[src/design/scatr_pkg.sv]
`timescale 1ns / 1ps
// ----------------------------------------------------------------------------
// scatr_pkg
// Shared types, codes and helpers for the answer-to-reset parser.
// ----------------------------------------------------------------------------
package scatr_pkg;

  localparam logic [7:0] TS_DIRECT_BYTE  = 8'h3B;
  localparam logic [7:0] TS_INVERSE_BYTE = 8'h03;
  localparam logic [7:0] TS_INVERSE_SHOW = 8'h3F;

  // byte classes
  localparam logic [2:0] CLS_TS      = 3'd0;
  localparam logic [2:0] CLS_T0      = 3'd1;
  localparam logic [2:0] CLS_IFACE   = 3'd2;
  localparam logic [2:0] CLS_HIST    = 3'd3;
  localparam logic [2:0] CLS_TCK     = 3'd4;
  localparam logic [2:0] CLS_IGNORED = 3'd5;

  // error codes
  localparam logic [1:0] ERR_NONE   = 2'd0;
  localparam logic [1:0] ERR_BAD_TS = 2'd1;
  localparam logic [1:0] ERR_OVFL   = 2'd2;

  typedef enum logic [1:0] {
    TS_KIND_DIRECT,
    TS_KIND_INVERSE,
    TS_KIND_BAD
  } ts_kind_t;

  typedef struct packed {
    logic [7:0] raw_byte;
    logic       start_req;
  } in_item_t;

  typedef struct packed {
    logic [7:0] decoded_byte;
    logic [5:0] byte_index;
    logic [2:0] byte_class;
    logic [3:0] protocol;
    logic       inverse;
    logic       done_res;
    logic [1:0] error;
  } out_item_t;

  // classified item as held in the queue
  typedef struct packed {
    logic [7:0] raw_byte;
    logic [7:0] inv_byte;
    logic       start_req;
    ts_kind_t   ts_kind;
  } entry_t;

  function automatic logic [2:0] popcount_high(input logic [7:0] b);
    popcount_high = 3'(b[4]) + 3'(b[5]) + 3'(b[6]) + 3'(b[7]);
  endfunction

endpackage

[src/design/scatr_front.sv]
`timescale 1ns / 1ps
// ----------------------------------------------------------------------------
// scatr_front
// Classifies an incoming byte: inverse-convention form and TS kind.
// ----------------------------------------------------------------------------
module scatr_front (
  input  scatr_pkg::in_item_t in_item,
  output scatr_pkg::entry_t   entry
);

  logic [7:0] rev;

  always_comb begin
    for (int i = 0; i < 8; i++) begin
      rev[7 - i] = in_item.raw_byte[i];
    end
  end

  always_comb begin
    entry.raw_byte  = in_item.raw_byte;
    entry.inv_byte  = ~rev;
    entry.start_req = in_item.start_req;
    if (in_item.raw_byte == scatr_pkg::TS_DIRECT_BYTE) begin
      entry.ts_kind = scatr_pkg::TS_KIND_DIRECT;
    end else if (in_item.raw_byte == scatr_pkg::TS_INVERSE_BYTE) begin
      entry.ts_kind = scatr_pkg::TS_KIND_INVERSE;
    end else begin
      entry.ts_kind = scatr_pkg::TS_KIND_BAD;
    end
  end

endmodule

[src/design/scatr_queue.sv]
`timescale 1ns / 1ps
// ----------------------------------------------------------------------------
// scatr_queue
// Two-entry queue between the classifier and the parser.
// ----------------------------------------------------------------------------
module scatr_queue (
  input  logic              clk,
  input  logic              rst_n,
  input  logic              push,
  input  scatr_pkg::entry_t push_entry,
  output logic              full,
  output logic              not_empty,
  input  logic              pop,
  output scatr_pkg::entry_t pop_entry
);

  scatr_pkg::entry_t mem_r [2];
  logic       wr_ptr_r, wr_ptr_nxt;
  logic       rd_ptr_r, rd_ptr_nxt;
  logic [1:0] count_r, count_nxt;

  assign full      = (count_r == 2'd2);
  assign not_empty = (count_r != 2'd0);
  assign pop_entry = mem_r[rd_ptr_r];

  always_comb begin
    wr_ptr_nxt = push ? ~wr_ptr_r : wr_ptr_r;
    rd_ptr_nxt = pop ? ~rd_ptr_r : rd_ptr_r;
    count_nxt  = count_r + 2'(push) - 2'(pop);
  end

  always_ff @(posedge clk) begin
    if (!rst_n) begin
      wr_ptr_r <= 1'b0;
      rd_ptr_r <= 1'b0;
      count_r  <= 2'd0;
    end else begin
      wr_ptr_r <= wr_ptr_nxt;
      rd_ptr_r <= rd_ptr_nxt;
      count_r  <= count_nxt;
    end
  end

  always_ff @(posedge clk) begin
    if (push) begin
      mem_r[wr_ptr_r] <= push_entry;
    end
  end

`ifndef SYNTHESIS
  a_no_push_full: assert property (@(posedge clk) disable iff (!rst_n)
    full |-> !push) else $error("push into full queue");
  a_no_pop_empty: assert property (@(posedge clk) disable iff (!rst_n)
    !not_empty |-> !pop) else $error("pop from empty queue");
`endif

endmodule

[src/design/scatr_back.sv]
`timescale 1ns / 1ps
// ----------------------------------------------------------------------------
// scatr_back
// Parse state machine: walks T0, interface groups, historical bytes and TCK,
// and holds the result in an output register.
// ----------------------------------------------------------------------------
module scatr_back #(
  parameter int ATR_MAX = 33
) (
  input  logic                 clk,
  input  logic                 rst_n,
  input  logic                 q_not_empty,
  input  scatr_pkg::entry_t    q_entry,
  output logic                 q_pop,
  output logic                 out_valid,
  input  logic                 out_stall,
  output scatr_pkg::out_item_t out_data
);

  localparam int LEN_W = $clog2(ATR_MAX + 1);

  typedef enum logic [2:0] {
    PH_IDLE,
    PH_T0,
    PH_IFACE,
    PH_HIST,
    PH_TCK,
    PH_DONE
  } phase_t;

  phase_t               phase_r, phase_nxt;
  logic                 inverse_r, inverse_nxt;
  logic [2:0]           group_left_r, group_left_nxt;
  logic                 group_td_r, group_td_nxt;
  logic [3:0]           hist_left_r, hist_left_nxt;
  logic [3:0]           protocol_r, protocol_nxt;
  logic [LEN_W-1:0]     length_r, length_nxt;
  logic                 out_valid_r, out_valid_nxt;
  scatr_pkg::out_item_t out_data_r, out_data_nxt;

  logic [7:0] dec;
  logic [2:0] gl_dec;
  logic       walk;

  assign q_pop     = q_not_empty && (!out_valid_r || !out_stall);
  assign out_valid = out_valid_r;
  assign out_data  = out_data_r;
  assign dec       = inverse_r ? q_entry.inv_byte : q_entry.raw_byte;

  always_comb begin
    phase_nxt      = phase_r;
    inverse_nxt    = inverse_r;
    group_left_nxt = group_left_r;
    group_td_nxt   = group_td_r;
    hist_left_nxt  = hist_left_r;
    protocol_nxt   = protocol_r;
    length_nxt     = length_r;
    gl_dec         = (group_left_r != 3'd0) ? group_left_r - 3'd1 : group_left_r;
    walk           = 1'b0;
    out_data_nxt   = out_data_r;

    out_data_nxt.decoded_byte = dec;
    out_data_nxt.byte_index   = '0;
    out_data_nxt.byte_class   = scatr_pkg::CLS_IGNORED;
    out_data_nxt.done_res     = 1'b0;
    out_data_nxt.error        = scatr_pkg::ERR_NONE;

    if (q_entry.start_req) begin
      // a start request restarts the parse whatever the phase
      phase_nxt      = PH_IDLE;
      inverse_nxt    = 1'b0;
      group_left_nxt = '0;
      group_td_nxt   = 1'b0;
      hist_left_nxt  = '0;
      protocol_nxt   = '0;
      length_nxt     = '0;
      out_data_nxt.byte_class = scatr_pkg::CLS_TS;
      unique case (q_entry.ts_kind)
        scatr_pkg::TS_KIND_DIRECT: begin
          out_data_nxt.decoded_byte = scatr_pkg::TS_DIRECT_BYTE;
          phase_nxt  = PH_T0;
          length_nxt = LEN_W'(1);
        end
        scatr_pkg::TS_KIND_INVERSE: begin
          out_data_nxt.decoded_byte = scatr_pkg::TS_INVERSE_SHOW;
          inverse_nxt = 1'b1;
          phase_nxt   = PH_T0;
          length_nxt  = LEN_W'(1);
        end
        default: begin
          out_data_nxt.decoded_byte = q_entry.raw_byte;
          out_data_nxt.error        = scatr_pkg::ERR_BAD_TS;
        end
      endcase
    end else if (phase_r != PH_IDLE && phase_r != PH_DONE) begin
      out_data_nxt.byte_index = 6'(length_r);
      unique case (phase_r)
        PH_T0:    out_data_nxt.byte_class = scatr_pkg::CLS_T0;
        PH_IFACE: out_data_nxt.byte_class = scatr_pkg::CLS_IFACE;
        PH_HIST:  out_data_nxt.byte_class = scatr_pkg::CLS_HIST;
        default:  out_data_nxt.byte_class = scatr_pkg::CLS_TCK;
      endcase
      if (length_r >= LEN_W'(ATR_MAX)) begin
        out_data_nxt.error = scatr_pkg::ERR_OVFL;
        phase_nxt = PH_IDLE;
      end else begin
        length_nxt = length_r + LEN_W'(1);
        unique case (phase_r)
          PH_T0: begin
            hist_left_nxt  = dec[3:0];
            group_left_nxt = scatr_pkg::popcount_high(dec);
            group_td_nxt   = dec[7];
            walk = 1'b1;
          end
          PH_IFACE: begin
            // the last byte of a group with TD announced chains the next group
            if (gl_dec == 3'd0 && group_td_r) begin
              protocol_nxt   = dec[3:0];
              group_left_nxt = scatr_pkg::popcount_high(dec);
              group_td_nxt   = dec[7];
            end else begin
              group_left_nxt = gl_dec;
            end
            walk = 1'b1;
          end
          PH_HIST: begin
            if (hist_left_r != 4'd0) begin
              hist_left_nxt = hist_left_r - 4'd1;
            end
            walk = 1'b1;
          end
          default: phase_nxt = PH_DONE;
        endcase
        if (walk) begin
          if (group_left_nxt != 3'd0) begin
            phase_nxt = PH_IFACE;
          end else if (hist_left_nxt != 4'd0) begin
            phase_nxt = PH_HIST;
          end else if (protocol_nxt != 4'd0) begin
            phase_nxt = PH_TCK;
          end else begin
            phase_nxt = PH_DONE;
          end
        end
        out_data_nxt.done_res = (phase_nxt == PH_DONE);
      end
    end

    out_data_nxt.protocol = protocol_nxt;
    out_data_nxt.inverse  = inverse_nxt;

    if (q_pop) begin
      out_valid_nxt = 1'b1;
    end else if (!out_stall) begin
      out_valid_nxt = 1'b0;
    end else begin
      out_valid_nxt = out_valid_r;
    end
  end

  always_ff @(posedge clk) begin
    if (!rst_n) begin
      phase_r      <= PH_IDLE;
      inverse_r    <= 1'b0;
      group_left_r <= '0;
      group_td_r   <= 1'b0;
      hist_left_r  <= '0;
      protocol_r   <= '0;
      length_r     <= '0;
      out_valid_r  <= 1'b0;
    end else begin
      out_valid_r <= out_valid_nxt;
      if (q_pop) begin
        phase_r      <= phase_nxt;
        inverse_r    <= inverse_nxt;
        group_left_r <= group_left_nxt;
        group_td_r   <= group_td_nxt;
        hist_left_r  <= hist_left_nxt;
        protocol_r   <= protocol_nxt;
        length_r     <= length_nxt;
      end
    end
    if (q_pop) begin
      out_data_r <= out_data_nxt;
    end
  end

`ifndef SYNTHESIS
  a_pop_loads_out: assert property (@(posedge clk) disable iff (!rst_n)
    q_pop |=> out_valid_r) else $error("popped item not presented");
  a_done_clean: assert property (@(posedge clk) disable iff (!rst_n)
    out_valid_r && out_data_r.done_res |-> out_data_r.error == scatr_pkg::ERR_NONE)
    else $error("done with error");
  a_ignored_shape: assert property (@(posedge clk) disable iff (!rst_n)
    out_valid_r && out_data_r.byte_class == scatr_pkg::CLS_IGNORED
    |-> out_data_r.byte_index == 6'd0 && !out_data_r.done_res)
    else $error("ignored item carries index or done");
  a_group_bound: assert property (@(posedge clk) disable iff (!rst_n)
    group_left_r <= 3'd4) else $error("group count out of range");
`endif

endmodule

[src/design/smart_card_atr_parser_unit.sv]
`timescale 1ns / 1ps
// ----------------------------------------------------------------------------
// smart_card_atr_parser_unit
// Answer-to-reset byte parser: classifier, two-entry queue, parse engine.
// ----------------------------------------------------------------------------
//  channel  | ports                        | moves
//  input    | in_valid, in_stall, in_data  | one raw card byte, start flag
//  output   | out_valid, out_stall, out_data | decoded byte and parse status
//
//  one item per cycle while out_stall is low; an accepted item reaches
//  out_valid via the queue register, then the parse engine's output register
//  reset clears parse state and queue; no clearing pass
//  in_stall rises only when the two-entry queue is full
// ----------------------------------------------------------------------------
module smart_card_atr_parser_unit #(
  parameter int ATR_MAX = 33
) (
  input  logic                 clk,
  input  logic                 rst_n,
  input  logic                 in_valid,
  output logic                 in_stall,
  input  scatr_pkg::in_item_t  in_data,
  output logic                 out_valid,
  input  logic                 out_stall,
  output scatr_pkg::out_item_t out_data
);

  scatr_pkg::entry_t front_entry;
  scatr_pkg::entry_t q_entry;
  logic              q_full;
  logic              q_not_empty;
  logic              q_pop;

  assign in_stall = q_full;

  scatr_front u_front (
    .in_item (in_data),
    .entry   (front_entry)
  );

  scatr_queue u_queue (
    .clk        (clk),
    .rst_n      (rst_n),
    .push       (in_valid && !q_full),
    .push_entry (front_entry),
    .full       (q_full),
    .not_empty  (q_not_empty),
    .pop        (q_pop),
    .pop_entry  (q_entry)
  );

  scatr_back #(
    .ATR_MAX (ATR_MAX)
  ) u_back (
    .clk         (clk),
    .rst_n       (rst_n),
    .q_not_empty (q_not_empty),
    .q_entry     (q_entry),
    .q_pop       (q_pop),
    .out_valid   (out_valid),
    .out_stall   (out_stall),
    .out_data    (out_data)
  );

endmodule
[config.mk]
export PLATFORM = sky130hd
export DESIGN_NAME = smart_card_atr_parser_unit
export DESIGN_NICKNAME = d
export VERILOG_FILES = /design/src/design/scatr_pkg.sv /design/src/design/scatr_front.sv /design/src/design/scatr_queue.sv /design/src/design/scatr_back.sv /design/src/design/smart_card_atr_parser_unit.sv
export SDC_FILE = /design/constraint.sdc
export NUM_CORES = 1
export LEC_CHECK = 0
export BUFFER_PORTS_ARGS = -buffer_cell sky130_fd_sc_hd__buf_4
export CORE_UTILIZATION = 40
export CTS_CLUSTER_SIZE = 10
export DETAILED_ROUTE_END_ITERATION = 10
export PLACE_DENSITY = 0.56
export SKIP_LAST_GASP = 1
export SLEW_MARGIN = 15
export SYNTH_ARGS = -nofsm -noshare
export SYNTH_HDL_FRONTEND = slang
export SYNTH_SLANG_ARGS = --single-unit
[constraint.sdc]
create_clock -name clk -period 4.1 [get_ports clk]
set_input_delay 0.615 -clock clk [delete_from_list [all_inputs] [get_ports clk]]
set_output_delay 0.615 -clock clk [all_outputs]
set_load 0.03 [all_outputs]
==> report_table.html, run 1 <==
<table>
<tr><th>Metric</th><th>Value</th></tr>
<tr><th colspan="2">GRT</th></tr>
<tr><td>Met3 GRT Util</td><td>0.0392</td></tr>
<tr><td>Global route hottest layer</td><td>met2</td></tr>
<tr><td>Met2 demand-to-capacity share in global routing</td><td>0.284</td></tr>
<tr><td>Global-route met1 utilization</td><td>0.234</td></tr>
<tr><td>Congestion Overflow GR</td><td>0</td></tr>
<tr><td>Antenna violations before repair</td><td>0</td></tr>
<tr><td>Overall fraction of global-route tracks in use</td><td>0.176</td></tr>
<tr><td>Maximum number of pins on one net before global-route repair</td><td>36</td></tr>
<tr><td>Wire length of the first global-routing pass</td><td>roughly 15 mm</td></tr>
<tr><td>Number of global-route vias before repair</td><td>about 3000</td></tr>
<tr><th colspan="2">Logic synthesis</th></tr>
<tr><td>Proportion of synthesized area in mux cells</td><td>0.0673</td></tr>
<tr><td>Simple-gate share of the synthesized area</td><td>0.146</td></tr>
<tr><td>Cells after Synth</td><td>379</td></tr>
<tr><td>Number of register bits inferred by synthesis</td><td>91</td></tr>
<tr><td>Avg Inst Size Synth</td><td>11.4 um^2</td></tr>
<tr><td>Adder-cell share of the synthesized area</td><td>0.0364</td></tr>
<tr><td>Ranking of synthesized cells by instance count</td><td>sky130_fd_sc_hd__edfxtp_1, sky130_fd_sc_hd__nor2_1, sky130_fd_sc_hd__dfxtp_1</td></tr>
<tr><td>Share of Yosys cell area claimed by the top area cell type</td><td>0.436</td></tr>
<tr><td>Synthesis warning total</td><td>0</td></tr>
<tr><td>Most common cell in the synthesized netlist</td><td>sky130_fd_sc_hd__edfxtp_1</td></tr>
<tr><td>Dominant combinational cell family by area after synthesis</td><td>simple AND/OR/NAND/NOR gates</td></tr>
<tr><td>Primary FF master, synth</td><td>sky130_fd_sc_hd__edfxtp_1</td></tr>
<tr><td>Post-synthesis cell type count</td><td>66</td></tr>
<tr><td>Netlist area before placement</td><td>0.00433 mm^2</td></tr>
<tr><td>Synth area leader</td><td>sky130_fd_sc_hd__edfxtp_1</td></tr>
<tr><td>Share of flip-flops with an asynchronous set or reset after synthesis</td><td>0</td></tr>
<tr><td>Post-synth EDFFs</td><td>63</td></tr>
<tr><td>Post-Syn Nets</td><td>404</td></tr>
<tr><td>Biggest area contributors in the synthesized netlist</td><td>sky130_fd_sc_hd__edfxtp_1, sky130_fd_sc_hd__dfxtp_1, sky130_fd_sc_hd__mux2i_1, sky130_fd_sc_hd__nor2_1, sky130_fd_sc_hd__ha_1</td></tr>
<tr><td>Portion of the post-synthesis area used by sequential elements</td><td>0.566</td></tr>
<tr><td>Post-synthesis compound-gate area fraction</td><td>0.128</td></tr>
<tr><td>Xor/xnor cell area share of the yosys netlist</td><td>0.0182</td></tr>
<tr><th colspan="2">Timing</th></tr>
<tr><td>RSZ-0062 raised after global routing</td><td>no</td></tr>
<tr><td>Top achievable clock speed</td><td>300 MHz</td></tr>
<tr><td>Minimum setup slack in the final design</td><td>0.764 ns</td></tr>
<tr><td>Final number of hold-violating endpoints</td><td>0</td></tr>
<tr><td>Transition time of the tightest slew-check pin</td><td>0.892 ns</td></tr>
<tr><td>Worst hold-check slack</td><td>between 0.4 and 0.5 ns</td></tr>
<tr><td>Setup Total Neg Slack</td><td>0 ns</td></tr>
<tr><td>Final worst-path cycle share</td><td>0.814</td></tr>
<tr><td>Slew Limit Fails</td><td>0</td></tr>
<tr><td>Final Setup Violations</td><td>0</td></tr>
<tr><td>Post-layout min period</td><td>3.34 ns</td></tr>
<tr><td>Skew final</td><td>0.00901 ns</td></tr>
<tr><td>Worst-case headroom to the max-slew limit</td><td>0.406</td></tr>
<tr><th colspan="2">Clock tree</th></tr>
<tr><td>Root cell of the clock tree</td><td>sky130_fd_sc_hd__clkbuf_8</td></tr>
<tr><td>Setup Fix Bufs, Post-CTS</td><td>0</td></tr>
<tr><td>CTS tree</td><td>yes</td></tr>
<tr><td>Number of buffers added by the clock tree synthesis step</td><td>9</td></tr>
<tr><td>Clock Pin Slew Worst Setup and Hold Paths</td><td>about 0.090 ns</td></tr>
<tr><td>Post-CTS Resized</td><td>0</td></tr>
<tr><td>Number of buffers on the longest clock path</td><td>2</td></tr>
<tr><td>Latest clock arrival within the worst-skew pair</td><td>0.36 ns</td></tr>
<tr><td>Post-CTS Hold Fix Bufs</td><td>0</td></tr>
<tr><td>Clock tree sinks</td><td>91</td></tr>
<tr><td>Number of H-tree levels</td><td>3</td></tr>
<tr><th colspan="2">Place</th></tr>
<tr><td>Cell Count Post-Placement</td><td>544</td></tr>
<tr><td>Buffers on Ports</td><td>39</td></tr>
<tr><td>Instance area at placement</td><td>0.00476 mm^2</td></tr>
<tr><td>Placer congestion estimate</td><td>0.867</td></tr>
<tr><td>Placement-stage worst setup slack</td><td>0.773 ns</td></tr>
<tr><td>Post-DP HPWL</td><td>about 6.6 mm</td></tr>
<tr><th colspan="2">Critical path</th></tr>
<tr><td>Worst path max stage delay</td><td>slightly below 0.6 ns</td></tr>
<tr><td>WP data arrival</td><td>approximately 3.5 ns</td></tr>
<tr><td>Top cell by count, worst path</td><td>sky130_fd_sc_hd__inv_1</td></tr>
<tr><td>Worst endpoint required time</td><td>between 4 and 5 ns</td></tr>
<tr><td>CP Cell Sequence</td><td>buf_4 -&gt; mux2i_1 -&gt; a21oi_1 -&gt; inv_1 -&gt; fa_1 -&gt; inv_1 -&gt; ha_1 -&gt; nor2_1 -&gt; nand2_1 -&gt; a221oi_2 -&gt; o2111ai_2 -&gt; nand2b_1 -&gt; o31ai_1</td></tr>
<tr><td>Sort of element at the start of the critical path</td><td>register</td></tr>
<tr><td>Cell at the slowest stage of the critical path</td><td>sky130_fd_sc_hd__dfxtp_1</td></tr>
<tr><td>Endpoint class of the critical path</td><td>register</td></tr>
<tr><td>Crit-path max FO</td><td>15</td></tr>
<tr><td>Critical path start-end classification</td><td>register to register</td></tr>
<tr><th colspan="2">Layout</th></tr>
<tr><td># diodes</td><td>0</td></tr>
<tr><td>Area growth from synthesis to layout</td><td>15.6%</td></tr>
<tr><td>Util after Layout</td><td>0.481</td></tr>
<tr><td>Filler cell count in the final layout</td><td>978</td></tr>
<tr><td>Final Net Count</td><td>roughly 440</td></tr>
<tr><td>Post-route cell area</td><td>0.00501 mm^2</td></tr>
<tr><td>Share of final-layout standard cells stronger than drive strength 1</td><td>0.175</td></tr>
<tr><td>Post-Layout Cell Count</td><td>560</td></tr>
<tr><th colspan="2">Die</th></tr>
<tr><td>Standard-cell row count</td><td>37</td></tr>
<tr><td>Die Height</td><td>106 um</td></tr>
<tr><td>Ports</td><td>40</td></tr>
<tr><td>Placeable Area</td><td>approximately 0.010 mm^2</td></tr>
<tr><td>Initial core utilization</td><td>0.416</td></tr>
<tr><td>Die area</td><td>0.0113 mm^2</td></tr>
<tr><td>Die X</td><td>roughly 110 um</td></tr>
<tr><th colspan="2">Drt</th></tr>
<tr><td>Iter 0 DRT Violations</td><td>120</td></tr>
<tr><td>Via Count</td><td>2990</td></tr>
<tr><td>Wirelength, routed</td><td>between 9 and 10 mm</td></tr>
<tr><td>DR WL/cell</td><td>16.6 um</td></tr>
<tr><td>Antenna viol nets, final</td><td>0</td></tr>
<tr><td>Per-cell via count in the routed design</td><td>5.34</td></tr>
<tr><td>Number of remaining DRC errors</td><td>0</td></tr>
<tr><td>Pre-Repair DR Iteration Count</td><td>4</td></tr>
<tr><th colspan="2">Power and ir drop</th></tr>
<tr><td>Power per cell area</td><td>around 670 mW/mm^2</td></tr>
<tr><td>Leakage Power</td><td>~1.9 nW</td></tr>
<tr><td>Maximum resistive drop on vdd</td><td>a little over 0.3 mV</td></tr>
<tr><td>Post-route total power</td><td>~3.3 mW</td></tr>
<tr><th colspan="2">Worst hold path</th></tr>
<tr><td>Hold crit path type</td><td>primary input to register</td></tr>
<tr><th colspan="2">Job</th></tr>
<tr><td>Number of max-cap violations</td><td>0</td></tr>
<tr><th colspan="2">Outcome</th></tr>
<tr><td>Result of the run</td><td>completed</td></tr>
</table>
-- cell type report --
type                            instances  area (um^2)  share of cell area
Timing Repair Buffer                   43          323              0.0644
Inverter                               27          101              0.0202
Tap cell                              136          170              0.0340
Multi-Input combinational cell        247         1720               0.343
Sequential cell                        91         2450               0.490
Clock buffer                            9          124              0.0247
Clock inverter                          7          121              0.0242
-- flip-flops by register name (all words and copies together) (netlist names), named ones only --
name	cells
u_back.hist_left_r	4
u_queue.count_r	2
u_queue.mem_r	38
u_back.protocol_r	4
u_back.group_left_r	3
u_back.inverse_r	1
u_back.group_td_r	1
u_back.out_data	25
u_queue.rd_ptr_r	1
u_queue.wr_ptr_r	1
u_back.out_valid	1
u_back.phase_r	3
u_back.length_r	6
-- kinds of logic (layout without fill, tap and decap cells) --
family	count (synthesis)	in the layout
flip-flops	91	91
AO/OA/AOI/OAI	75	75
multiplexers	25	25
buffers and inverters	41	86
XOR/XNOR	9	9
adder cells (fa/ha/maj)	12	12
AND/OR/NAND/NOR	126	126
-- metal layers --
metal,part of all wire,routed length [um]
met4,0.0091,85
met5,0,0
met3,0.043,396
met2,0.47,4400
met1,0.48,4430
-- cells in the final DEF, fill, tap and decap left out, types with 3 or more instances in the layout --
cell,Yosys,layout
sky130_fd_sc_hd__clkbuf_8,0,9
sky130_fd_sc_hd__mux2_2,3,3
sky130_fd_sc_hd__mux2i_1,19,19
sky130_fd_sc_hd__o21ai_0,11,11
sky130_fd_sc_hd__and2_1,9,9
sky130_fd_sc_hd__bufinv_16,0,3
sky130_fd_sc_hd__xnor2_1,3,3
sky130_fd_sc_hd__edfxtp_1,63,63
sky130_fd_sc_hd__nand3_1,7,7
sky130_fd_sc_hd__xor2_1,6,6
sky130_fd_sc_hd__nor2b_1,8,8
sky130_fd_sc_hd__ha_1,11,11
sky130_fd_sc_hd__a211oi_1,6,6
sky130_fd_sc_hd__dfxtp_1,28,28
sky130_fd_sc_hd__buf_4,0,43
sky130_fd_sc_hd__nand2b_1,7,7
sky130_fd_sc_hd__inv_1,26,26
sky130_fd_sc_hd__a21oi_1,18,18
sky130_fd_sc_hd__a22oi_1,12,12
sky130_fd_sc_hd__nor2_1,50,50
sky130_fd_sc_hd__nor3_1,5,5
sky130_fd_sc_hd__nand2_1,15,15
sky130_fd_sc_hd__mux4_2,3,3
sky130_fd_sc_hd__and3_1,5,5
-- power by group --
group          internal (mW)  switching (mW)  leakage (nW)
Sequential              1.22           0.111         0.821
Combinational          0.449           0.826         0.972
Clock                  0.409           0.325         0.124
Total                   2.08            1.26          1.92
-- worst max-delay path: cells and delay by family, from the launching register on --
| family | cells | cell delay, ns |
|---|---|---|
| multiplexers | 1 | 0.14 |
| AO/OA/AOI/OAI | 4 | 0.92 |
| AND/OR/NAND/NOR | 3 | 0.39 |
| buffers and inverters | 3 | 0.50 |
| adder cells (fa/ha/maj) | 2 | 0.63 |
| flip-flops | 1 | 0.59 |
-- final timing paths --
check,startpoint,to,slack [ns],cells after the start
max,register,u_back.out_data[2],0.76,13
min,in_data[0],u_queue.mem_r[1][2],0.44,1
max reg2reg,register,u_back.out_data[2],0.76,13
min reg2reg,u_back.out_valid,u_back.out_valid,0.50,2
Power figures use the tool's default switching activity.
==> run 2, diff against run 1 <==
- PLACE_DENSITY: 0.56 -> 0.59
- clock period: 4.1 -> 2.8 ns (I/O delays scaled with it)
==> run 2 against run 1 <==
  * Routed wire length rose by 1.5%
  * Total power rose by 53%
  * Maximum frequency rose by 15%
  * Sequential power rose by 45%
  * Cell area rose by 6.0%
  * Hold slack got worse by 0.20 ns
  * Die area did not move
  * Flip-flop and latch count did not move
  * Sequential share of layout area fell by 2.7 points
  * Clock skew rose by 0.0051 ns
  * The run now ends with negative setup slack left
  * Core utilization rose by 2.9 points
  * Register-to-register slack got worse by 0.87 ns
==> report_table.html, run 2 (synthesized netlist as in run 1, its figures left out) <==
<table>
<tr><th>Metric</th><th>Value</th></tr>
<tr><th colspan="2">Timing</th></tr>
<tr><td>Top achievable clock speed</td><td>344 MHz (+15%)</td></tr>
<tr><td>Skew final</td><td>0.0141 ns (+0.00512 ns)</td></tr>
<tr><td>RSZ-0062 raised after global routing</td><td>yes</td></tr>
<tr><td>Slew Limit Fails</td><td>0 (unchanged)</td></tr>
<tr><td>Minimum setup slack in the final design</td><td>-0.104 ns (-0.868 ns)</td></tr>
<tr><td>Post-layout min period</td><td>2.90 ns (-0.432 ns)</td></tr>
<tr><td>Final Setup Violations</td><td>4 (+4)</td></tr>
<tr><td>Worst-case headroom to the max-slew limit</td><td>0.418 (+0.0120)</td></tr>
<tr><td>Final worst-path cycle share</td><td>1.04 (+0.223)</td></tr>
<tr><td>Final number of hold-violating endpoints</td><td>0 (unchanged)</td></tr>
<tr><td>Transition time of the tightest slew-check pin</td><td>0.874 ns (-0.0181 ns)</td></tr>
<tr><th colspan="2">Layout</th></tr>
<tr><td>Final Net Count</td><td>479 (+7.9%)</td></tr>
<tr><td>Leading cell type in the layout, fill and taps excluded</td><td>sky130_fd_sc_hd__buf_4</td></tr>
<tr><td>Util after Layout</td><td>0.510 (+0.0288)</td></tr>
<tr><td>Post-route cell area</td><td>0.00531 mm^2 (+6.0%)</td></tr>
<tr><td>Post-Layout Cell Count</td><td>595 (+6.3%)</td></tr>
<tr><td>Area growth from synthesis to layout</td><td>22.5%</td></tr>
<tr><td>Commonest cells after routing, fill and taps aside</td><td>sky130_fd_sc_hd__buf_4, sky130_fd_sc_hd__edfxtp_1, sky130_fd_sc_hd__nor2_1</td></tr>
<tr><td>Flip-flop count of the largest register, all copies and words added</td><td>38 (unchanged)</td></tr>
<tr><td>Share of final-layout standard cells stronger than drive strength 1</td><td>0.268 (+0.0934)</td></tr>
<tr><td>Most flop-heavy register</td><td>u_queue.mem_r</td></tr>
<tr><td># diodes</td><td>0 (unchanged)</td></tr>
<tr><th colspan="2">Clock tree</th></tr>
<tr><td>Number of buffers on the longest clock path</td><td>2 (unchanged)</td></tr>
<tr><td>Latest clock arrival within the worst-skew pair</td><td>0.37 ns (about the same)</td></tr>
<tr><td>CTS tree</td><td>yes</td></tr>
<tr><td>Root cell of the clock tree</td><td>sky130_fd_sc_hd__clkbuf_8</td></tr>
<tr><td>Number of buffers added by the clock tree synthesis step</td><td>9 (unchanged)</td></tr>
<tr><td>Clock tree sinks</td><td>91 (unchanged)</td></tr>
<tr><td>Number of H-tree levels</td><td>3 (unchanged)</td></tr>
<tr><td>Clock Pin Slew Worst Setup and Hold Paths</td><td>0.11 ns (+0.02 ns)</td></tr>
<tr><th colspan="2">Critical path</th></tr>
<tr><td>WP data arrival</td><td>3.11 ns (-0.41 ns)</td></tr>
<tr><td>Critical path start-end classification</td><td>register to register</td></tr>
<tr><td>FF-to-FF path depth</td><td>15 (+2)</td></tr>
<tr><td>Worst endpoint required time</td><td>3.01 ns (-1.28 ns)</td></tr>
<tr><td>Endpoint class of the critical path</td><td>register</td></tr>
<tr><td>Crit-path max FO</td><td>6 (-9)</td></tr>
<tr><td>R2r setup slk</td><td>-0.10 ns (-0.87 ns)</td></tr>
<tr><td>Sort of element at the start of the critical path</td><td>register</td></tr>
<tr><td>Worst reg2reg path endpoint</td><td>u_back.out_data[2]</td></tr>
<tr><th colspan="2">Outcome</th></tr>
<tr><td>Failing checks</td><td>negative setup slack</td></tr>
<tr><td>Result of the run</td><td>finished with violations</td></tr>
<tr><th colspan="2">Drt</th></tr>
<tr><td>Antenna viol nets, final</td><td>0 (unchanged)</td></tr>
<tr><td>Pre-Repair DR Iteration Count</td><td>4 (unchanged)</td></tr>
<tr><td>Via Count</td><td>3136 (+4.9%)</td></tr>
<tr><td>DR WL/cell</td><td>15.9 um (-4.5%)</td></tr>
<tr><td>Wirelength, routed</td><td>9.45 mm (+1.5%)</td></tr>
<tr><td>Iter 0 DRT Violations</td><td>170 (+42%)</td></tr>
<tr><td>Per-cell via count in the routed design</td><td>5.27 (-1.3%)</td></tr>
<tr><td>Number of remaining DRC errors</td><td>0 (unchanged)</td></tr>
<tr><th colspan="2">Power and ir drop</th></tr>
<tr><td>Post-route total power</td><td>5.11 mW (+53%)</td></tr>
<tr><td>Maximum resistive drop on vdd</td><td>0.440 mV (+42%)</td></tr>
<tr><td>Power per cell area</td><td>963 mW/mm^2 (+44%)</td></tr>
<tr><td>Leakage Power</td><td>2.08 nW (+8.6%)</td></tr>
<tr><th colspan="2">Worst hold path</th></tr>
<tr><td>Capture endpoint of the worst hold path</td><td>u_queue.mem_r[1][12]</td></tr>
<tr><td>Hold Path Depth</td><td>1 (unchanged)</td></tr>
<tr><td>Hold crit path type</td><td>primary input to register</td></tr>
<tr><td>Startpoint of the most critical hold path</td><td>in_data[2]</td></tr>
<tr><th colspan="2">Place</th></tr>
<tr><td>Instance area at placement</td><td>0.00501 mm^2 (+5.1%)</td></tr>
<tr><td>Buffers on Ports</td><td>39 (unchanged)</td></tr>
<tr><td>Placer congestion estimate</td><td>0.837 (-3.4%)</td></tr>
<tr><td>Cell Count Post-Placement</td><td>573 (+5.3%)</td></tr>
<tr><td>Post-DP HPWL</td><td>6.72 mm (+1.1%)</td></tr>
<tr><th colspan="2">GRT</th></tr>
<tr><td>Congestion Overflow GR</td><td>0 (unchanged)</td></tr>
<tr><td>Overall fraction of global-route tracks in use</td><td>0.176 (about the same)</td></tr>
<tr><td>Maximum number of pins on one net before global-route repair</td><td>37 (+2.8%)</td></tr>
<tr><td>Number of global-route vias before repair</td><td>2906 (-1.9%)</td></tr>
<tr><td>Antenna violations before repair</td><td>0 (unchanged)</td></tr>
<tr><td>Wire length of the first global-routing pass</td><td>15.0 mm (-0.19%)</td></tr>
<tr><th colspan="2">Die</th></tr>
<tr><td>Standard-cell row count</td><td>37 (unchanged)</td></tr>
<tr><td>Die area</td><td>0.0113 mm^2 (unchanged)</td></tr>
<tr><td>Initial core utilization</td><td>0.416 (unchanged)</td></tr>
<tr><td>Die Height</td><td>106 um (unchanged)</td></tr>
<tr><td>Ports</td><td>40 (unchanged)</td></tr>
<tr><td>Die X</td><td>106 um (unchanged)</td></tr>
<tr><td>Placeable Area</td><td>0.0104 mm^2 (unchanged)</td></tr>
<tr><th colspan="2">Job</th></tr>
<tr><td>Number of max-cap violations</td><td>0 (unchanged)</td></tr>
</table>
==> run 2: final cells by class <==
type | instances | area [um^2]
Clock buffer | 9 | 124
Clock inverter | 7 | 88.8
Fill cell | 951 | 5110
Inverter | 27 | 101
Multi-Input combinational cell | 247 | 1780
Sequential cell | 91 | 2460
Tap cell | 136 | 170
Timing Repair Buffer | 78 | 589
==> run 2: where the power goes <==
part	switching, mW	leakage (nW)	total, mW	internal, mW
clock network	0.552	0.106	0.914	0.362
registers	0.138	0.822	1.93	1.79
logic	1.33	1.15	2.27	0.938
total	2.02	2.08	5.11	3.09
==> run 2: worst max-delay path, stage by stage, from the launching register on <==
cell and delay, ns:
sky130_fd_sc_hd__dfxtp_4 0.41, sky130_fd_sc_hd__buf_6 0.13, sky130_fd_sc_hd__nor2b_2 0.04, sky130_fd_sc_hd__a211oi_2 0.20
sky130_fd_sc_hd__a21oi_2 0.07, sky130_fd_sc_hd__ha_1 0.30, sky130_fd_sc_hd__inv_2 0.04, sky130_fd_sc_hd__fa_2 0.32
sky130_fd_sc_hd__inv_2 0.08, sky130_fd_sc_hd__ha_4 0.19, sky130_fd_sc_hd__nor2_1 0.08, sky130_fd_sc_hd__nand2_1 0.07
sky130_fd_sc_hd__a221oi_2 0.30, sky130_fd_sc_hd__o2111ai_2 0.14, sky130_fd_sc_hd__nand2b_4 0.21, sky130_fd_sc_hd__o31ai_4 0.17
==> run 2: timing repair <==
item,CTS,global route
setup endpoints to repair,4,5
hold buffers,0,0
buffers inserted,5,1
resized for setup,7,8
pin swaps,5,3
==> run 2: how the worst max path moves through the flow <==
stage                                    end  cells past startpoint  slack [ns]
final                     u_back.out_data[2]                     15       -0.10
after global placement    u_back.out_data[2]                     14       -0.06
after global routing      u_back.out_data[2]                     15       -0.24
after CTS                 u_back.out_data[2]                     15       -0.08
after detailed placement  u_back.out_data[2]                     13       -0.12
after floorplan           u_back.out_data[2]                     16       -0.19
==> run 2: routing by layer <==
layer	part of all wire	up-vias	track usage
met5	0	-	0
met4	0.021	0	0.0704
met3	0.040	16	0.0325
met2	0.45	91	0.264
met1	0.49	1493	0.251
li1	-	1536	-
==> run 2: per-stage QoR <==
| step | setup WS [ns] | hold slack, ns | TNS (ns) |
|---|---|---|---|
| after floorplan | -0.189 | 0.454 | -0.575 |
| after global placement | -0.0574 | 0.473 | -0.0943 |
| after detailed placement | -0.123 | 0.487 | -0.298 |
| after CTS | -0.0757 | 0.229 | -0.193 |
| after global routing | -0.244 | 0.221 | -0.894 |
| final | -0.104 | 0.240 | -0.259 |
==> run 3, diff against run 2 <==
- SETUP_SLACK_MARGIN: default -> 0.1
==> run 3 against run 2 <==
  * The flow still finishes with violations (negative setup slack)
  * Hold slack worse by 0.0026 ns
  * Combinational power about the same
  * Sequential power about the same
  * Worst setup slack improved by 0.020 ns
  * Maximum frequency is 0.69% higher
  * Critical path depth shrank 2
  * Core utilization is 0.31 points higher
  * Cell area up 0.61%
  * Global-route usage is 1.2 points higher
  * Highest routed layer unchanged
  * Flip-flop and latch count is the same
  * Largest cell class unchanged
==> report_table.html, run 3 (synthesized netlist as in run 1, its figures left out) <==
<table>
<tr><th>Metric</th><th>Value</th></tr>
<tr><th colspan="2">Outcome</th></tr>
<tr><td>Result of the run</td><td>finished with violations</td></tr>
<tr><td>Failing checks</td><td>negative setup slack</td></tr>
<tr><th colspan="2">Die</th></tr>
<tr><td>Initial core utilization</td><td>0.416 (unchanged)</td></tr>
<tr><td>Die Height</td><td>106 um (unchanged)</td></tr>
<tr><td>Standard-cell row count</td><td>37 (unchanged)</td></tr>
<tr><td>Die X</td><td>106 um (unchanged)</td></tr>
<tr><td>Die area</td><td>0.0113 mm^2 (unchanged)</td></tr>
<tr><td>Placeable Area</td><td>0.0104 mm^2 (unchanged)</td></tr>
<tr><td>Ports</td><td>40 (unchanged)</td></tr>
<tr><th colspan="2">Power and ir drop</th></tr>
<tr><td>Fraction of power consumed by sequential logic</td><td>0.378 (about the same)</td></tr>
<tr><td>Leakage Power</td><td>2.08 nW (-0.19%)</td></tr>
<tr><td>Switching part of the total power</td><td>0.384 (-0.0105)</td></tr>
<tr><td>Clock power share</td><td>0.176 (-0.003)</td></tr>
<tr><td>Internal power consumption</td><td>3.16 mW (+2.3%)</td></tr>
<tr><td>Share of total power in combinational logic</td><td>0.446 (+0.002)</td></tr>
<tr><td>Net load switching power</td><td>1.98 mW (-2.1%)</td></tr>
<tr><td>Maximum resistive drop on vdd</td><td>0.435 mV (-1.1%)</td></tr>
<tr><td>Power per cell area</td><td>962 mW/mm^2 (about the same)</td></tr>
<tr><th colspan="2">Critical path</th></tr>
<tr><td>Levels on crit path</td><td>13 (-2)</td></tr>
<tr><td>Endpoint class of the critical path</td><td>register</td></tr>
<tr><td>Top cell by count, worst path</td><td>sky130_fd_sc_hd__inv_2</td></tr>
<tr><td>Critical path start-end classification</td><td>register to register</td></tr>
<tr><td>WP data arrival</td><td>3.09 ns (-0.02 ns)</td></tr>
<tr><td>Worst reg2reg path endpoint</td><td>u_back.out_data[2]</td></tr>
<tr><td>Worst endpoint required time</td><td>3.00 ns (about the same)</td></tr>
<tr><td>Sort of element at the start of the critical path</td><td>register</td></tr>
<tr><td>Worst path max stage delay</td><td>0.45 ns (+0.04 ns)</td></tr>
<tr><td>Cell at the slowest stage of the critical path</td><td>sky130_fd_sc_hd__dfxtp_4</td></tr>
<tr><td>R2r setup slk</td><td>-0.08 ns (+0.02 ns)</td></tr>
<tr><td>FF-to-FF path depth</td><td>13 (-2)</td></tr>
<tr><td>Total buffers and inverters traversed by the critical path</td><td>2 (-1)</td></tr>
<tr><td>Crit-path max FO</td><td>8 (+2)</td></tr>
<tr><td>CP Cell Sequence</td><td>mux2i_4 -&gt; a21oi_2 -&gt; ha_1 -&gt; inv_2 -&gt; fa_2 -&gt; inv_2 -&gt; ha_4 -&gt; nor2_2 -&gt; nand2_1 -&gt; a221oi_2 -&gt; o2111ai_2 -&gt; nand2b_4 -&gt; o31ai_4</td></tr>
<tr><td>Cell family with the largest share of critical-path delay</td><td>adder cells</td></tr>
<tr><th colspan="2">Worst hold path</th></tr>
<tr><td>Hold Path Depth</td><td>1 (unchanged)</td></tr>
<tr><td>Startpoint of the most critical hold path</td><td>in_data[0]</td></tr>
<tr><td>Capture endpoint of the worst hold path</td><td>u_queue.mem_r[1][2]</td></tr>
<tr><td>Hold crit path type</td><td>primary input to register</td></tr>
<tr><th colspan="2">Layout</th></tr>
<tr><td>Final Net Count</td><td>480 (+0.21%)</td></tr>
<tr><td>Filler cell count in the final layout</td><td>936 (-1.6%)</td></tr>
<tr><td>Commonest cells after routing, fill and taps aside</td><td>sky130_fd_sc_hd__buf_4, sky130_fd_sc_hd__edfxtp_1, sky130_fd_sc_hd__nor2_1</td></tr>
<tr><td>Most flop-heavy register</td><td>u_queue.mem_r</td></tr>
<tr><td># diodes</td><td>0 (unchanged)</td></tr>
<tr><td>Share of final-layout standard cells stronger than drive strength 1</td><td>0.276 (+0.00811)</td></tr>
<tr><td>Area growth from synthesis to layout</td><td>23.3%</td></tr>
<tr><td>Post-route cell area</td><td>0.00534 mm^2 (+0.61%)</td></tr>
<tr><td>Leading cell type in the layout, fill and taps excluded</td><td>sky130_fd_sc_hd__buf_4</td></tr>
<tr><td>Flip-flop count of the largest register, all copies and words added</td><td>38 (unchanged)</td></tr>
<tr><th colspan="2">Drt</th></tr>
<tr><td>Number of remaining DRC errors</td><td>0 (unchanged)</td></tr>
<tr><td>DR WL/cell</td><td>16.3 um (+2.7%)</td></tr>
<tr><td>Antenna viol nets, final</td><td>0 (unchanged)</td></tr>
<tr><td>Detail Route met2 WL</td><td>4.50 mm (+6.0%)</td></tr>
<tr><td>Via Count</td><td>3127 (-0.29%)</td></tr>
<tr><td>Iter 0 DRT Violations</td><td>158 (-7.1%)</td></tr>
<tr><td>DRT met1 WL</td><td>4.51 mm (-2.5%)</td></tr>
<tr><td>Met3 wire length</td><td>426 um (+12%)</td></tr>
<tr><td>Wirelength, routed</td><td>9.72 mm (+2.8%)</td></tr>
<tr><td>Highest routing layer actually used</td><td>met4</td></tr>
<tr><td>Pre-Repair DR Iteration Count</td><td>4 (unchanged)</td></tr>
<tr><td>Per-cell via count in the routed design</td><td>5.25 (-0.45%)</td></tr>
<tr><th colspan="2">Clock tree</th></tr>
<tr><td>Latest clock arrival within the worst-skew pair</td><td>0.37 ns (about the same)</td></tr>
<tr><td>Number of buffers on the longest clock path</td><td>2 (unchanged)</td></tr>
<tr><td>Number of H-tree levels</td><td>3 (unchanged)</td></tr>
<tr><td>Number of buffers added by the clock tree synthesis step</td><td>9 (unchanged)</td></tr>
<tr><td>Clock Pin Slew Worst Setup and Hold Paths</td><td>0.09 ns (-0.02 ns)</td></tr>
<tr><td>CTS tree</td><td>yes</td></tr>
<tr><td>Post-CTS Hold Fix Bufs</td><td>0 (unchanged)</td></tr>
<tr><td>Clock tree sinks</td><td>91 (unchanged)</td></tr>
<tr><td>Root cell of the clock tree</td><td>sky130_fd_sc_hd__clkbuf_8</td></tr>
<tr><th colspan="2">Timing</th></tr>
<tr><td>Final Setup Violations</td><td>4 (unchanged)</td></tr>
<tr><td>Top achievable clock speed</td><td>347 MHz (+0.69%)</td></tr>
<tr><td>Worst-case headroom to the max-slew limit</td><td>0.547 (+0.129)</td></tr>
<tr><td>RSZ-0062 raised after global routing</td><td>yes</td></tr>
<tr><td>Final number of hold-violating endpoints</td><td>0 (unchanged)</td></tr>
<tr><td>Skew final</td><td>0.00940 ns (-0.00473 ns)</td></tr>
<tr><td>Final worst-path cycle share</td><td>1.03 (-0.00712)</td></tr>
<tr><td>Transition time of the tightest slew-check pin</td><td>0.678 ns (-0.196 ns)</td></tr>
<tr><td>Minimum setup slack in the final design</td><td>-0.0839 ns (+0.0199 ns)</td></tr>
<tr><td>Slew Limit Fails</td><td>0 (unchanged)</td></tr>
<tr><td>Post-layout min period</td><td>2.88 ns (-0.0199 ns)</td></tr>
<tr><th colspan="2">Job</th></tr>
<tr><td>Number of max-cap violations</td><td>0 (unchanged)</td></tr>
<tr><th colspan="2">GRT</th></tr>
<tr><td>Maximum number of pins on one net before global-route repair</td><td>37 (unchanged)</td></tr>
<tr><td>Congestion Overflow GR</td><td>0 (unchanged)</td></tr>
<tr><td>Overall fraction of global-route tracks in use</td><td>0.188 (+0.0121)</td></tr>
<tr><td>Wire length of the first global-routing pass</td><td>16.0 mm (+6.2%)</td></tr>
<tr><td>Number of global-route vias before repair</td><td>3104 (+6.8%)</td></tr>
<tr><td>Antenna violations before repair</td><td>0 (unchanged)</td></tr>
<tr><th colspan="2">Place</th></tr>
<tr><td>Instance area at placement</td><td>0.00499 mm^2 (-0.30%)</td></tr>
<tr><td>Post-DP HPWL</td><td>6.80 mm (+1.2%)</td></tr>
<tr><td>Placer congestion estimate</td><td>0.873 (+4.3%)</td></tr>
<tr><td>Placement-stage worst setup slack</td><td>-0.116 ns (+0.00686 ns)</td></tr>
<tr><td>Buffers on Ports</td><td>39 (unchanged)</td></tr>
</table>
run 3: timing repair:
item / CTS / global route
gates resized for setup: 7 / 14
setup buffers: 8 / 1
setup endpoints to repair: 4 / 7
pin swaps: 4 / 4
run 3: worst register-to-register path, delay by kind of cell, from the launching register on:
family	cells	cell delay, ns
mux	1	0.28
buf+inv	2	0.11
fa+ha+maj	3	0.81
compound gates	4	0.71
simple gates	3	0.35
flops	1	0.45
run 3: layout make-up:
type | instances | area (um^2) | area share
sequential | 91 | 2460 | 0.460
inverter | 27 | 101 | 0.0190
timing repair buffer | 79 | 597 | 0.112
multi-input combinational | 247 | 1820 | 0.341
clock buffer | 9 | 124 | 0.0232
tap | 136 | 170 | 0.0319
clock inverter | 7 | 75.1 | 0.0141
run 3: power groups by stage:
stage | registers, mW | clock network (mW) | logic, mW
2_1_floorplan | 2.20 | 0 | 1.14
3_3_place_gp | 1.95 | 0 | 2.11
3_5_place_dp | 1.95 | 0 | 2.13
4_1_cts | 1.93 | 0.934 | 2.23
5_1_grt | 1.98 | 0.990 | 2.50
6_report | 1.94 | 0.905 | 2.30
run 3: how the worst max path moves through the flow:
stage             start                 end  slack, ns
3_3_place_gp   register  u_back.out_data[2]      -0.05
5_1_grt        register  u_back.out_data[2]      -0.23
3_5_place_dp   register  u_back.out_data[2]      -0.12
4_1_cts        register  u_back.out_data[2]      -0.08
6_report       register  u_back.out_data[2]      -0.08
2_1_floorplan  register  u_back.out_data[2]      -0.19
run 3: stage by stage:
stage	utilization	hold slack (ns)	instances	setup TNS [ns]	power (mW)
after floorplan	-	0.454	379	-0.575	3.34
after global placement	0.479	0.479	571	-0.0731	4.06
after detailed placement	0.479	0.478	571	-0.186	4.08
after CTS	0.507	0.217	595	-0.127	5.09
after global routing	0.513	0.221	596	-0.771	5.47
final	0.513	0.237	596	-0.167	5.14
run 3: metal layers:
metal / up-vias / GRT usage
li1: 1539 / -
met1: 1489 / 0.252
met2: 78 / 0.293
met3: 21 / 0.0319
met4: 0 / 0.0952
met5: - / 0
